===== config.mk =====
export PLATFORM = sky130hd
export DESIGN_NAME = dual_phase_range_unwrap
export DESIGN_NICKNAME = d
export VERILOG_FILES = /design/src/hdl/dpru_pkg.sv /design/src/hdl/dpru_div.sv /design/src/hdl/dpru_search.sv /design/src/hdl/dual_phase_range_unwrap.sv
export SDC_FILE = /design/constraint.sdc
export NUM_CORES = 2
export LEC_CHECK = 0
export BUFFER_PORTS_ARGS = -buffer_cell sky130_fd_sc_hd__buf_2
export CORE_UTILIZATION = 45
export DETAILED_ROUTE_END_ITERATION = 8
export PLACE_DENSITY = 0.64
export SLEW_MARGIN = 5
export SYNTH_ARGS = -nofsm -noshare
export SYNTH_HDL_FRONTEND = slang
export SYNTH_SLANG_ARGS = --single-unit

===== constraint.sdc =====
create_clock -name clk -period 19.4 [get_ports clk]
set_input_delay 0.97 -clock clk [delete_from_list [all_inputs] [get_ports clk]]
set_output_delay 0.97 -clock clk [all_outputs]
set_load 0.01 [all_outputs]

===== src/hdl/dpru_pkg.sv =====
// ----------------------------------------------------------------------------
// dpru_pkg
// Shared widths, register map and reset values for the dual phase unwrapper.
// ----------------------------------------------------------------------------
package dpru_pkg;

  localparam int PHASE_W = 12;
  localparam int WAVE_W  = 17;
  localparam int WIN_W   = 11;
  localparam int DIST_W  = 14;

  // phase * wave product, candidate distances and the final sum
  localparam int PROD_W = PHASE_W + WAVE_W;
  localparam int CAND_W = PROD_W + 1;
  localparam int SUM_W  = CAND_W + 2;

  localparam int DIST_LO = -1024;
  localparam int DIST_HI = 8191;
  localparam int DIST_SHIFT = 7;

  localparam int ADDR_W = 4;
  localparam int IDX_W  = 2;

  localparam logic [IDX_W-1:0] REG_WAVE_A      = 2'd0;
  localparam logic [IDX_W-1:0] REG_WAVE_B      = 2'd1;
  localparam logic [IDX_W-1:0] REG_ZERO_WINDOW = 2'd2;

  localparam logic [WAVE_W-1:0] WAVE_A_RST      = 17'd54897;
  localparam logic [WAVE_W-1:0] WAVE_B_RST      = 17'd49578;
  localparam logic [WIN_W-1:0]  ZERO_WINDOW_RST = 11'd100;

  typedef struct packed {
    logic [WAVE_W-1:0] wave_a;
    logic [WAVE_W-1:0] wave_b;
    logic [WIN_W-1:0]  zero_window;
  } cfg_t;

  typedef struct packed {
    logic start;
    logic done;
  } step_ctl_t;

endpackage


===== src/hdl/dpru_div.sv =====
// ----------------------------------------------------------------------------
// dpru_div
// Divide by PHASE_FULL through a registered constant reciprocal multiply.
// ----------------------------------------------------------------------------
module dpru_div import dpru_pkg::*; #(
  parameter int PHASE_FULL = 3600
) (
  input  logic              clk,
  input  logic              rst,
  input  logic              start,
  input  logic [PROD_W-1:0] dividend,
  output logic              done,
  output logic [PROD_W-1:0] quotient
);

  // floor(x / PHASE_FULL) == (x * RECIP) >> SH for every PROD_W-bit x
  localparam int LW = $clog2(PHASE_FULL);
  localparam int SH = PROD_W + LW;
  localparam int MW = PROD_W + 1;
  localparam int SW = PROD_W + MW;
  localparam logic [63:0] RECIP_L =
    ((64'd1 << SH) + 64'(PHASE_FULL) - 64'd1) / 64'(PHASE_FULL);
  localparam logic [MW-1:0] RECIP = RECIP_L[MW-1:0];

  logic [SW-1:0] scaled;

  assign quotient = PROD_W'(scaled >> SH);

  always_ff @(posedge clk) begin
    if (rst) begin
      done <= 1'b0;
    end else begin
      done <= start;
    end
  end

  always_ff @(posedge clk) begin
    if (start) begin
      scaled <= SW'(dividend) * SW'(RECIP);
    end
  end

endmodule


===== src/hdl/dpru_search.sv =====
// ----------------------------------------------------------------------------
// dpru_search
// Period pair search: one candidate pair compared per cycle, first best kept.
// ----------------------------------------------------------------------------
module dpru_search import dpru_pkg::*; #(
  parameter int PERIODS_A       = 5,
  parameter int EXTRA_PERIODS_B = 4
) (
  input  logic              clk,
  input  logic              rst,
  input  step_ctl_t         ctl_in,
  output step_ctl_t         ctl_out,
  input  logic [CAND_W-1:0] base_a,
  input  logic [CAND_W-1:0] base_b,
  input  logic [WAVE_W-1:0] wave_a,
  input  logic [WAVE_W-1:0] wave_b,
  output logic [CAND_W-1:0] best_a,
  output logic [CAND_W-1:0] best_b
);

  localparam int NB_CNT = PERIODS_A + EXTRA_PERIODS_B;
  localparam int NAW    = $clog2(PERIODS_A + 1);
  localparam int NBW    = $clog2(NB_CNT + 1);

  logic [NAW-1:0]    na;
  logic [NBW-1:0]    nb;
  logic [CAND_W-1:0] da;
  logic [CAND_W-1:0] db;
  logic [CAND_W-1:0] best_diff;
  logic              active;
  logic              first;
  logic              done;
  logic [CAND_W:0]   delta;
  logic [CAND_W-1:0] diff;
  logic              last_b;
  logic              last_a;

  assign delta  = {1'b0, da} - {1'b0, db};
  assign diff   = delta[CAND_W] ? CAND_W'(-delta) : delta[CAND_W-1:0];
  assign last_b = (nb == NBW'(NB_CNT - 1));
  assign last_a = (na == NAW'(PERIODS_A - 1));

  assign ctl_out.start = active;
  assign ctl_out.done  = done;

  always_ff @(posedge clk) begin
    if (rst) begin
      active <= 1'b0;
      done   <= 1'b0;
      first  <= 1'b0;
      na     <= '0;
      nb     <= '0;
    end else begin
      done <= 1'b0;
      if (ctl_in.start) begin
        active <= 1'b1;
        first  <= 1'b1;
        na     <= '0;
        nb     <= '0;
      end else if (active) begin
        first <= 1'b0;
        if (last_b) begin
          nb <= '0;
          if (last_a) begin
            active <= 1'b0;
            done   <= 1'b1;
          end else begin
            na <= na + 1'b1;
          end
        end else begin
          nb <= nb + 1'b1;
        end
      end
    end
  end

  always_ff @(posedge clk) begin
    if (ctl_in.start) begin
      da <= base_a;
      db <= base_b;
    end else if (active) begin
      if (first || diff < best_diff) begin
        best_diff <= diff;
        best_a    <= da;
        best_b    <= db;
      end
      if (last_b) begin
        db <= base_b;
        da <= da + CAND_W'(wave_a);
      end else begin
        db <= db + CAND_W'(wave_b);
      end
    end
  end

endmodule


===== src/hdl/dual_phase_range_unwrap.sv =====
// ----------------------------------------------------------------------------
// dual_phase_range_unwrap
// Resolves two modulation phases into one saturated distance in mm.
// ----------------------------------------------------------------------------
// Flow: an accepted beat passes ST_MUL, ST_DIVGO and ST_DIV, then the pair
//   search at one pair a cycle, then ST_SUM and ST_OUT; a near-zero beat
//   skips the search.
// Handshake: one beat in work at a time; s_tready is high only while
//   idle, and a result held by m_tready holds the next one back.
// Reset: synchronous, restores register defaults and empties the output.
// ----------------------------------------------------------------------------
module dual_phase_range_unwrap import dpru_pkg::*; #(
  parameter int PHASE_FULL      = 3600,
  parameter int PERIODS_A       = 5,
  parameter int EXTRA_PERIODS_B = 4
) (
  input  logic              clk,
  input  logic              rst,
  input  logic              s_tvalid,
  output logic              s_tready,
  input  logic [23:0]       s_tdata,   // phase_a[11:0], phase_b[23:12]
  output logic              m_tvalid,
  input  logic              m_tready,
  output logic [15:0]       m_tdata,   // distance_mm[13:0], zero pad[15:14]
  output logic [0:0]        m_tuser,   // near_zero[0]
  input  logic              psel,
  input  logic              penable,
  input  logic              pwrite,
  input  logic [ADDR_W-1:0] paddr,
  input  logic [31:0]       pwdata,
  output logic [31:0]       prdata,
  output logic              pready
);

  localparam int PF_W  = $clog2(PHASE_FULL + 1);
  localparam int CMP_W = ((PF_W > PHASE_W) ? PF_W : PHASE_W) + 1;
  localparam logic [CMP_W-1:0] PF_C   = CMP_W'(PHASE_FULL);
  localparam logic [CMP_W-1:0] HALF_C = CMP_W'(PHASE_FULL / 2);
  localparam logic signed [SUM_W-1:0] LO_S = SUM_W'(DIST_LO);
  localparam logic signed [SUM_W-1:0] HI_S = SUM_W'(DIST_HI);

  typedef enum logic [2:0] {
    ST_IDLE, ST_MUL, ST_DIVGO, ST_DIV, ST_SEARCH, ST_SUM, ST_OUT
  } state_t;

  state_t state;
  cfg_t   cfg;

  logic [PHASE_W-1:0] pa;
  logic [PHASE_W-1:0] pb;
  logic [PROD_W-1:0]  prod_a;
  logic [PROD_W-1:0]  prod_b;
  logic               nz;
  logic               half_a;
  logic               half_b;
  logic signed [SUM_W-1:0] sum;

  logic               div_start;
  logic               div_done_a;
  logic               div_done_b;
  logic [PROD_W-1:0]  quo_a;
  logic [PROD_W-1:0]  quo_b;
  logic [CAND_W-1:0]  base_a;
  logic [CAND_W-1:0]  base_b;
  step_ctl_t          srch_in;
  step_ctl_t          srch_out;
  logic [CAND_W-1:0]  best_a;
  logic [CAND_W-1:0]  best_b;

  logic               near_a;
  logic               near_b;
  logic signed [CAND_W:0] za;
  logic signed [CAND_W:0] zb;
  logic signed [SUM_W-1:0] sum_adj;
  logic signed [SUM_W-1:0] dist_full;
  logic [DIST_W-1:0]  dist_sat;
  logic               cfg_wr;

  // configuration port
  assign pready = 1'b1;
  assign cfg_wr = psel && penable && pwrite;

  always_ff @(posedge clk) begin
    if (rst) begin
      cfg.wave_a      <= WAVE_A_RST;
      cfg.wave_b      <= WAVE_B_RST;
      cfg.zero_window <= ZERO_WINDOW_RST;
    end else if (cfg_wr) begin
      case (paddr[ADDR_W-1:2])
        REG_WAVE_A:      cfg.wave_a      <= pwdata[WAVE_W-1:0];
        REG_WAVE_B:      cfg.wave_b      <= pwdata[WAVE_W-1:0];
        REG_ZERO_WINDOW: cfg.zero_window <= pwdata[WIN_W-1:0];
        default: ;
      endcase
    end
  end

  always_comb begin
    case (paddr[ADDR_W-1:2])
      REG_WAVE_A:      prdata = 32'(cfg.wave_a);
      REG_WAVE_B:      prdata = 32'(cfg.wave_b);
      REG_ZERO_WINDOW: prdata = 32'(cfg.zero_window);
      default:         prdata = '0;
    endcase
  end

  // near-zero window tests
  assign near_a = (pa < PHASE_W'(cfg.zero_window)) ||
                  ((CMP_W'(pa) + CMP_W'(cfg.zero_window)) > PF_C);
  assign near_b = (pb < PHASE_W'(cfg.zero_window)) ||
                  ((CMP_W'(pb) + CMP_W'(cfg.zero_window)) > PF_C);

  assign div_start = (state == ST_DIVGO);

  dpru_div #(.PHASE_FULL(PHASE_FULL)) u_div_a (
    .clk      (clk),
    .rst      (rst),
    .start    (div_start),
    .dividend (prod_a),
    .done     (div_done_a),
    .quotient (quo_a)
  );

  dpru_div #(.PHASE_FULL(PHASE_FULL)) u_div_b (
    .clk      (clk),
    .rst      (rst),
    .start    (div_start),
    .dividend (prod_b),
    .done     (div_done_b),
    .quotient (quo_b)
  );

  assign base_a = CAND_W'(quo_a);
  assign base_b = CAND_W'(quo_b);

  assign srch_in.start = (state == ST_DIV) && div_done_a && !nz;
  assign srch_in.done  = 1'b0;

  dpru_search #(
    .PERIODS_A       (PERIODS_A),
    .EXTRA_PERIODS_B (EXTRA_PERIODS_B)
  ) u_search (
    .clk     (clk),
    .rst     (rst),
    .ctl_in  (srch_in),
    .ctl_out (srch_out),
    .base_a  (base_a),
    .base_b  (base_b),
    .wave_a  (cfg.wave_a),
    .wave_b  (cfg.wave_b),
    .best_a  (best_a),
    .best_b  (best_b)
  );

  // near-zero candidates, one wave back at or above half scale
  assign za = $signed({1'b0, base_a}) -
              $signed({1'b0, half_a ? CAND_W'(cfg.wave_a) : CAND_W'(0)});
  assign zb = $signed({1'b0, base_b}) -
              $signed({1'b0, half_b ? CAND_W'(cfg.wave_b) : CAND_W'(0)});

  // divide by 128 toward zero, then saturate
  assign sum_adj   = sum + (sum[SUM_W-1] ? SUM_W'(127) : SUM_W'(0));
  assign dist_full = sum_adj >>> DIST_SHIFT;

  always_comb begin
    if (dist_full < LO_S) begin
      dist_sat = LO_S[DIST_W-1:0];
    end else if (dist_full > HI_S) begin
      dist_sat = HI_S[DIST_W-1:0];
    end else begin
      dist_sat = dist_full[DIST_W-1:0];
    end
  end

  assign s_tready = (state == ST_IDLE);

  always_ff @(posedge clk) begin
    if (rst) begin
      state    <= ST_IDLE;
      m_tvalid <= 1'b0;
    end else begin
      if (m_tvalid && m_tready && (state != ST_OUT)) begin
        m_tvalid <= 1'b0;
      end
      case (state)
        ST_IDLE: begin
          if (s_tvalid) begin
            state <= ST_MUL;
          end
        end
        ST_MUL:    state <= ST_DIVGO;
        ST_DIVGO:  state <= ST_DIV;
        ST_DIV: begin
          if (div_done_a) begin
            state <= nz ? ST_SUM : ST_SEARCH;
          end
        end
        ST_SEARCH: begin
          if (srch_out.done) begin
            state <= ST_SUM;
          end
        end
        ST_SUM:    state <= ST_OUT;
        ST_OUT: begin
          if (!m_tvalid || m_tready) begin
            m_tvalid <= 1'b1;
            state    <= ST_IDLE;
          end
        end
        default:   state <= ST_IDLE;
      endcase
    end
  end

  always_ff @(posedge clk) begin
    case (state)
      ST_IDLE: begin
        pa <= s_tdata[PHASE_W-1:0];
        pb <= s_tdata[2*PHASE_W-1:PHASE_W];
      end
      ST_MUL: begin
        prod_a <= PROD_W'(pa) * PROD_W'(cfg.wave_a);
        prod_b <= PROD_W'(pb) * PROD_W'(cfg.wave_b);
        nz     <= near_a && near_b;
        half_a <= (CMP_W'(pa) >= HALF_C);
        half_b <= (CMP_W'(pb) >= HALF_C);
      end
      ST_SUM: begin
        if (nz) begin
          sum <= SUM_W'(za) + SUM_W'(zb);
        end else begin
          sum <= $signed(SUM_W'(best_a) + SUM_W'(best_b));
        end
      end
      ST_OUT: begin
        if (!m_tvalid || m_tready) begin
          m_tdata <= {{(16 - DIST_W){1'b0}}, dist_sat};
          m_tuser <= nz;
        end
      end
      default: ;
    endcase
  end

  a_busy_after_accept: assert property (@(posedge clk) disable iff (rst)
    (s_tvalid && s_tready) |=> !s_tready)
    else $error("input taken while an item is in work");

  a_div_lanes_aligned: assert property (@(posedge clk) disable iff (rst)
    div_done_a == div_done_b)
    else $error("divider lanes out of step");

  a_dist_floor: assert property (@(posedge clk) disable iff (rst)
    m_tvalid |-> ($signed(m_tdata[DIST_W-1:0]) >= $signed(LO_S[DIST_W-1:0])))
    else $error("distance below saturation floor");

  a_search_only_far: assert property (@(posedge clk) disable iff (rst)
    srch_out.done |-> !nz)
    else $error("pair search finished for a near-zero item");

endmodule

# Word level (Yosys, flattened, before mapping)
# Index checks and enable logic that the tools add are counted.
dict set report op_classes {
  order_cmp 9
  addsub 13
  mul 4
  n_bitwise 4
  n_reduce_logical 29
  n_eq_ne 15
  muxes 30
}
# operator count
set ops {}
lappend ops {{$mul A29 B29 Y58 const B} 2}
lappend ops {{$mux W18} 5}
lappend ops {{$add A30 B17 Y30} 2}
lappend ops {{$mux W30} 2}
lappend ops {{$mul A12 B17 Y29} 2}
lappend ops {{$pmux W17 S3} 1}
lappend ops {{$sub A18 B17 Y19} 2}
lappend ops {{$mux W17} 2}
lappend ops {{$add A32 B8 Y32} 1}
lappend ops {{$mux W32} 1}
lappend ops {{$add A30 B30 Y31} 1}
lappend ops {{$sub A30 B30 Y31} 1}
lappend ops {{$lt A30 B30 Y1} 1}
lappend ops {{$neg A30 Y30} 1}
lappend ops {{$add A12 B11 Y13} 2}
lappend ops {{$gt A13 B12 Y1 const B} 2}
lappend ops {{$gt A25 B14 Y1 const B} 1}
lappend ops {{$lt A25 B11 Y1 const B} 1}
lappend ops {{$ge A12 B11 Y1 const B} 2}
lappend ops {{$lt A12 B11 Y1} 2}
lappend ops {{$pmux W3 S7} 1}
lappend ops {{$add A19 B19 Y20} 1}
lappend ops {{$mux W14} 1}
lappend ops {{$eq A3 B3 Y1 const B} 4}
lappend ops {{other kinds (26)} 63}
dict set report totals {
  word_cells 135
  reg_bits 458
  output_inout_bits 52
  inputBits 67
}

# Logic depth before layout (Yosys ltp)
dict set report depth {
  ltp_word 6
  depth_mapped 27
  ltp_nobuf 27
}

# Modules after synthesis
# A second synthesis with hierarchy kept.
dict set report hier_totals {
  hier_cells 6817
  area_unflattened_um2 65581.6
}
# mod cells_each n_inst seq_area_each_um2 area_per_inst_um2
set modules_own_cells {}
lappend modules_own_cells {dual_phase_range_unwrap 2988 1 4944.7 26314.0}
lappend modules_own_cells {{dpru_div at u_div_a} 1431 1 560.5 14425.1}
lappend modules_own_cells {{dpru_div at u_div_b} 1341 1 560.5 13969.6}
lappend modules_own_cells {dpru_search 1057 1 4704.5 10872.9}

# Worst setup path after synthesis
# OpenSTA, ideal clock, no wires.
dict set report synth_path {
  path_type {reg-to-reg}
  start {register u_search.da[0]}
  end {register u_search.best_a[0] (enable)}
  setup_time_ps 589
  n_path_buf 1
  period_less_slack_ps 10276
  path_stages_with_launch 28
  path_slack_ps 9124
  arrival_time_ps 9687
  cell_sequence {edfxtp_1 inv_1 ha_1 inv_1 fa_1 a211oi_1 o21ai_1 a21oi_2 o221ai_1 a31oi_1 a21oi_1 nor4_1 o21bai_1 a31oi_1 clkbuf_1 nand2_1 o21ai_0 ha_1 a21o_1 a21oi_1 nor2b_1 o21ai_0 nand2b_1 a21oi_1 o21ai_0 a221oi_1 o31ai_1 a41oi_1}
}
dict set report synth_between {
  elab_chain_cells 6
}
# element line_no
set synth_lines {}
lappend synth_lines {{start: declaration} dpru_search.sv:27} ;# logic [CAND_W-1:0] da;
lappend synth_lines {{start signal: assignment} dpru_search.sv:79} ;# da <= base_a;
lappend synth_lines {{start signal: assignment} dpru_search.sv:89} ;# da <= da + CAND_W'(wave_a);
lappend synth_lines {{$sub A30 B30 Y31 *} dpru_search.sv:38} ;# assign delta = {1'b0, da} - {1'b0, db};
lappend synth_lines {{$neg A30 Y30} dpru_search.sv:39} ;# assign diff = delta[CAND_W] ? CAND_W'(-delta) : delta[CAND_W-1:0];
lappend synth_lines {{$mux W30 *} dpru_search.sv:39}
lappend synth_lines {{net u_search.diff[1]} dpru_search.sv:34} ;# logic [CAND_W-1:0] diff;
lappend synth_lines {{$lt A30 B30 Y1 *} dpru_search.sv:82} ;# if (first || diff < best_diff) begin
lappend synth_lines {{$logic_or A1 B1 Y1 *} dpru_search.sv:82}
lappend synth_lines {{$reduce_and A3 Y1 (no source line) *} n/a}
lappend synth_lines {{end signal: assignment} dpru_search.sv:84} ;# best_a <= da;
lappend synth_lines {{end: declaration} dpru_search.sv:17} ;# output logic [CAND_W-1:0] best_a,
# Mark *: on every way through the listed nets, which the timed path passes. The rest lies on a longest branch.
# A chain may end at the register's enable or synchronous reset.

# Final worst setup path
dict set report layout_path {
  start {register prod_a[10]}
  end {register u_div_a.scaled[53], data pin}
}
dict set report layout_between {
  elab_chain_cells 1
}
# element line_no
set layout_lines {}
lappend layout_lines {{start: declaration} dual_phase_range_unwrap.sv:51} ;# logic [PROD_W-1:0] prod_a;
lappend layout_lines {{start signal: assignment} dual_phase_range_unwrap.sv:222} ;# prod_a <= PROD_W'(pa) * PROD_W'(cfg.wave_a);
lappend layout_lines {{$mul A29 B29 Y58} dpru_div.sv:39} ;# scaled <= SW'(dividend) * SW'(RECIP);
lappend layout_lines {{end signal: assignment} dpru_div.sv:39}
lappend layout_lines {{end: declaration} dpru_div.sv:25} ;# logic [SW-1:0] scaled;
# No other way between the ends.

==> results.yml <==
sta:
  finalCriticalPeriod_ns: 8.78
  worst_clock_skew_ns: 0.0287
  finalSetupViolCount: 0
  slew_headroom_pct: 16.6
  min_period_over_period_pct: 45.2
  grt_setup_unrepaired: "no"
  layout_setup_ws_ns: 10.62
  worst_pin_slew_ns: 1.25
  holdWs_ns: 0.436
  fin_setup_tns_ns: 0
  slew_viol_final: 0
  max_clock_freq_mhz: 114
  hold_violations: 0
layout:
  syn_to_final_growth_pct: 6.77
  mostFrequentLayoutCell: "inv_1"
  finalNetCount: 8335
  final_cell_mix: "inv_1, ha_1, fa_1"
  layout-drive-gt1-share_pct: 3.75
  fillers: 12410
  fin_area_um2: 65400
critical_path:
  cp_common_cell: "fa_1"
  reg2reg_from: "prod_a[10]$_DFFE_PP_"
  critPathTopFamily: "adder cells"
  critPathKind: "register to register"
  startpoint: "prod_a[10]$_DFFE_PP_"
  required_ns: 19.81
  startpoint_type: "register"
  slowest_delay_ns: 0.71
  crit_path_max_fanout: 10
  crit_buf_inv: 4
  cp_slowest_cell: "edfxtp_1"
  critPathCaptureType: "register"
  crit_arrival_ns: 9.18
drt:
  antenna_left: 0
  dr.pass1.iters: 5
  routed_via_density: 5.29
  wl_met2_um: 68400
  totalWireLength_um: 150000
  drt-met1-wl_um: 69700
  drtIter0Drc: 2699
  wl_per_cell_um: 18.5
  dr_wl_met3_um: 9220
  vias: 43003
  routed.top_layer: "met5"
  drcViolationCount: 0
logic_synthesis:
  synth_top_area_share_pct: 27.7
  synth_flop_cell: "edfxtp_1"
  ys_types: 83
  yosys-top-cells-area: "fa_1, ha_1, edfxtp_1"
  synth_edf_count: 294
  yosys.area.top_type: "fa_1"
  syn-cell-area_um2: 61300
  ys_seq_area_share_pct: 17.2
  async_flop_share_pct: 0
  synth-seq-cells: 378
  postSynthCellCount: 6269
  avgSynthCellArea_um2: 9.77
  ys_warn_count: 0
clock_network:
  htreeDepth: 2
  cts.path.max_buffers: 3
  cts_hold_buf: 0
  clock-sinks: 378
  clk_pin_slew_ns: 0.06
  ctsResizeCount: 0
  clk_latency_ns: 0.62
  numCtsBuffers: 45
  cts_tree: "yes"
  clockRootBuffer: "clkbuf_16"
  post_cts_buffers: 0
place:
  port-buffer-count: 83
  gp_congestion: 0.914
  pre_cts_slack_ns: 10.64
  postPlaceCellArea_um2: 63700
  dp_hpwl_um: 124000
grt:
  overflow: 0
  antenna_found_initial: 10
  grt_pass1_wl_um: 242000
  grt_max_degree: 85
  gr-usage-all-layers_pct: 22.5
  first_global_vias: 44329
floorplan:
  die_h_um: 371
  io_pins: 119
  dieArea_um2: 138000
  start_util_pct: 45.3
  coreArea_um2: 135000
  rows: 135
  die-width_um: 371
flow_run:
  max_cap_viol_count: 0
hold_path:
  hp-start: "u_search.db[20]$_SDFFE_PP0P_"
  min_path_type: "register to register"
outcome:
  outcome: "finished, final reports clean"
-- final cells by class --
cell class | instances | area [µm²] | area share (%)
multi-input cells | 4443 | 45300 | 69.3
inverters | 1318 | 4950 | 7.56
well taps | 1781 | 2230 | 3.41
clock buffers | 51 | 1210 | 1.85
diodes | 4 | 10.0 | 0.0153
clock inverters | 33 | 494 | 0.756
repair buffers | 122 | 708 | 1.08
flip-flops and latches | 378 | 10500 | 16.1
-- per-layer routing --
layer	vias up	GRT usage [%]
li1	20410	-
met2	988	36.1
met3	174	2.84
met1	21425	32.4
met4	6	4.68
met5	-	0
-- registers in the layout, indices dropped and copies added (netlist names), 3 cells and up --
name	flops
cfg	45
sum	32
u_search.best_a	30
u_search.best_b	30
u_search.best_diff	30
u_search.da	30
u_search.db	30
prod_a	29
prod_b	29
u_div_a.scaled	18
u_div_b.scaled	18
m_tdata	14
pa	12
pb	12
u_search.nb	4
state	3
u_search.na	3
-- worst paths after layout --
kind	endpoint	cells past startpoint	slack (ns)
max	u_div_a.scaled[53]$_DFFE_PP_	27	10.62
min	u_search.best_b[20]$_DFFE_PP_	0	0.44
min reg2reg	u_search.best_b[20]$_DFFE_PP_	0	0.44
max reg2reg	u_div_a.scaled[53]$_DFFE_PP_	27	10.62
-- per-stage QoR --
stage | std cells | util, %
CTS | 8126 | 48.3
floorplan | 6285 | -
global placement | 8042 | 47.1
finish | 8130 | 48.3
global route | 8126 | 48.3
detailed placement | 8042 | 47.1
-- cell usage after synthesis (all sizes together), types with 96 or more instances --
cell type  instances
xnor2            150
fa               849
o21ai            208
nor2             193
ha              1111
a21o              96
and2             134
a21oi            246
edfxtp           294
clkbuf           123
xor2             139
inv             1318
nand2            595
-- logic make-up (layout without fill, tap and decap cells) --
family,Yosys count,after routing,share of synthesized area (%)
buf+inv,1464,1524,9.08
other cells,2,22,0.0123
compound gates,815,815,8.37
flops,378,378,17.2
fa+ha+maj,1960,1960,50.4
mux,39,39,0.643
xor+xnor,290,290,4.17
simple gates,1321,1321,10.1
-- worst register-to-register path, delay by kind of cell, from the launching register on --
family | cells | cell delay (ns)
AO/OA/AOI/OAI | 9 | 2.81
XOR/XNOR | 2 | 0.64
AND/OR/NAND/NOR | 3 | 0.46
flip-flops | 1 | 0.71
buffers and inverters | 4 | 0.20
adder cells (fa/ha/maj) | 9 | 3.74
Power is left out: the tool's default activity adds up to more than one toggle a clock period on the data nets, which glitch-free logic cannot reach.
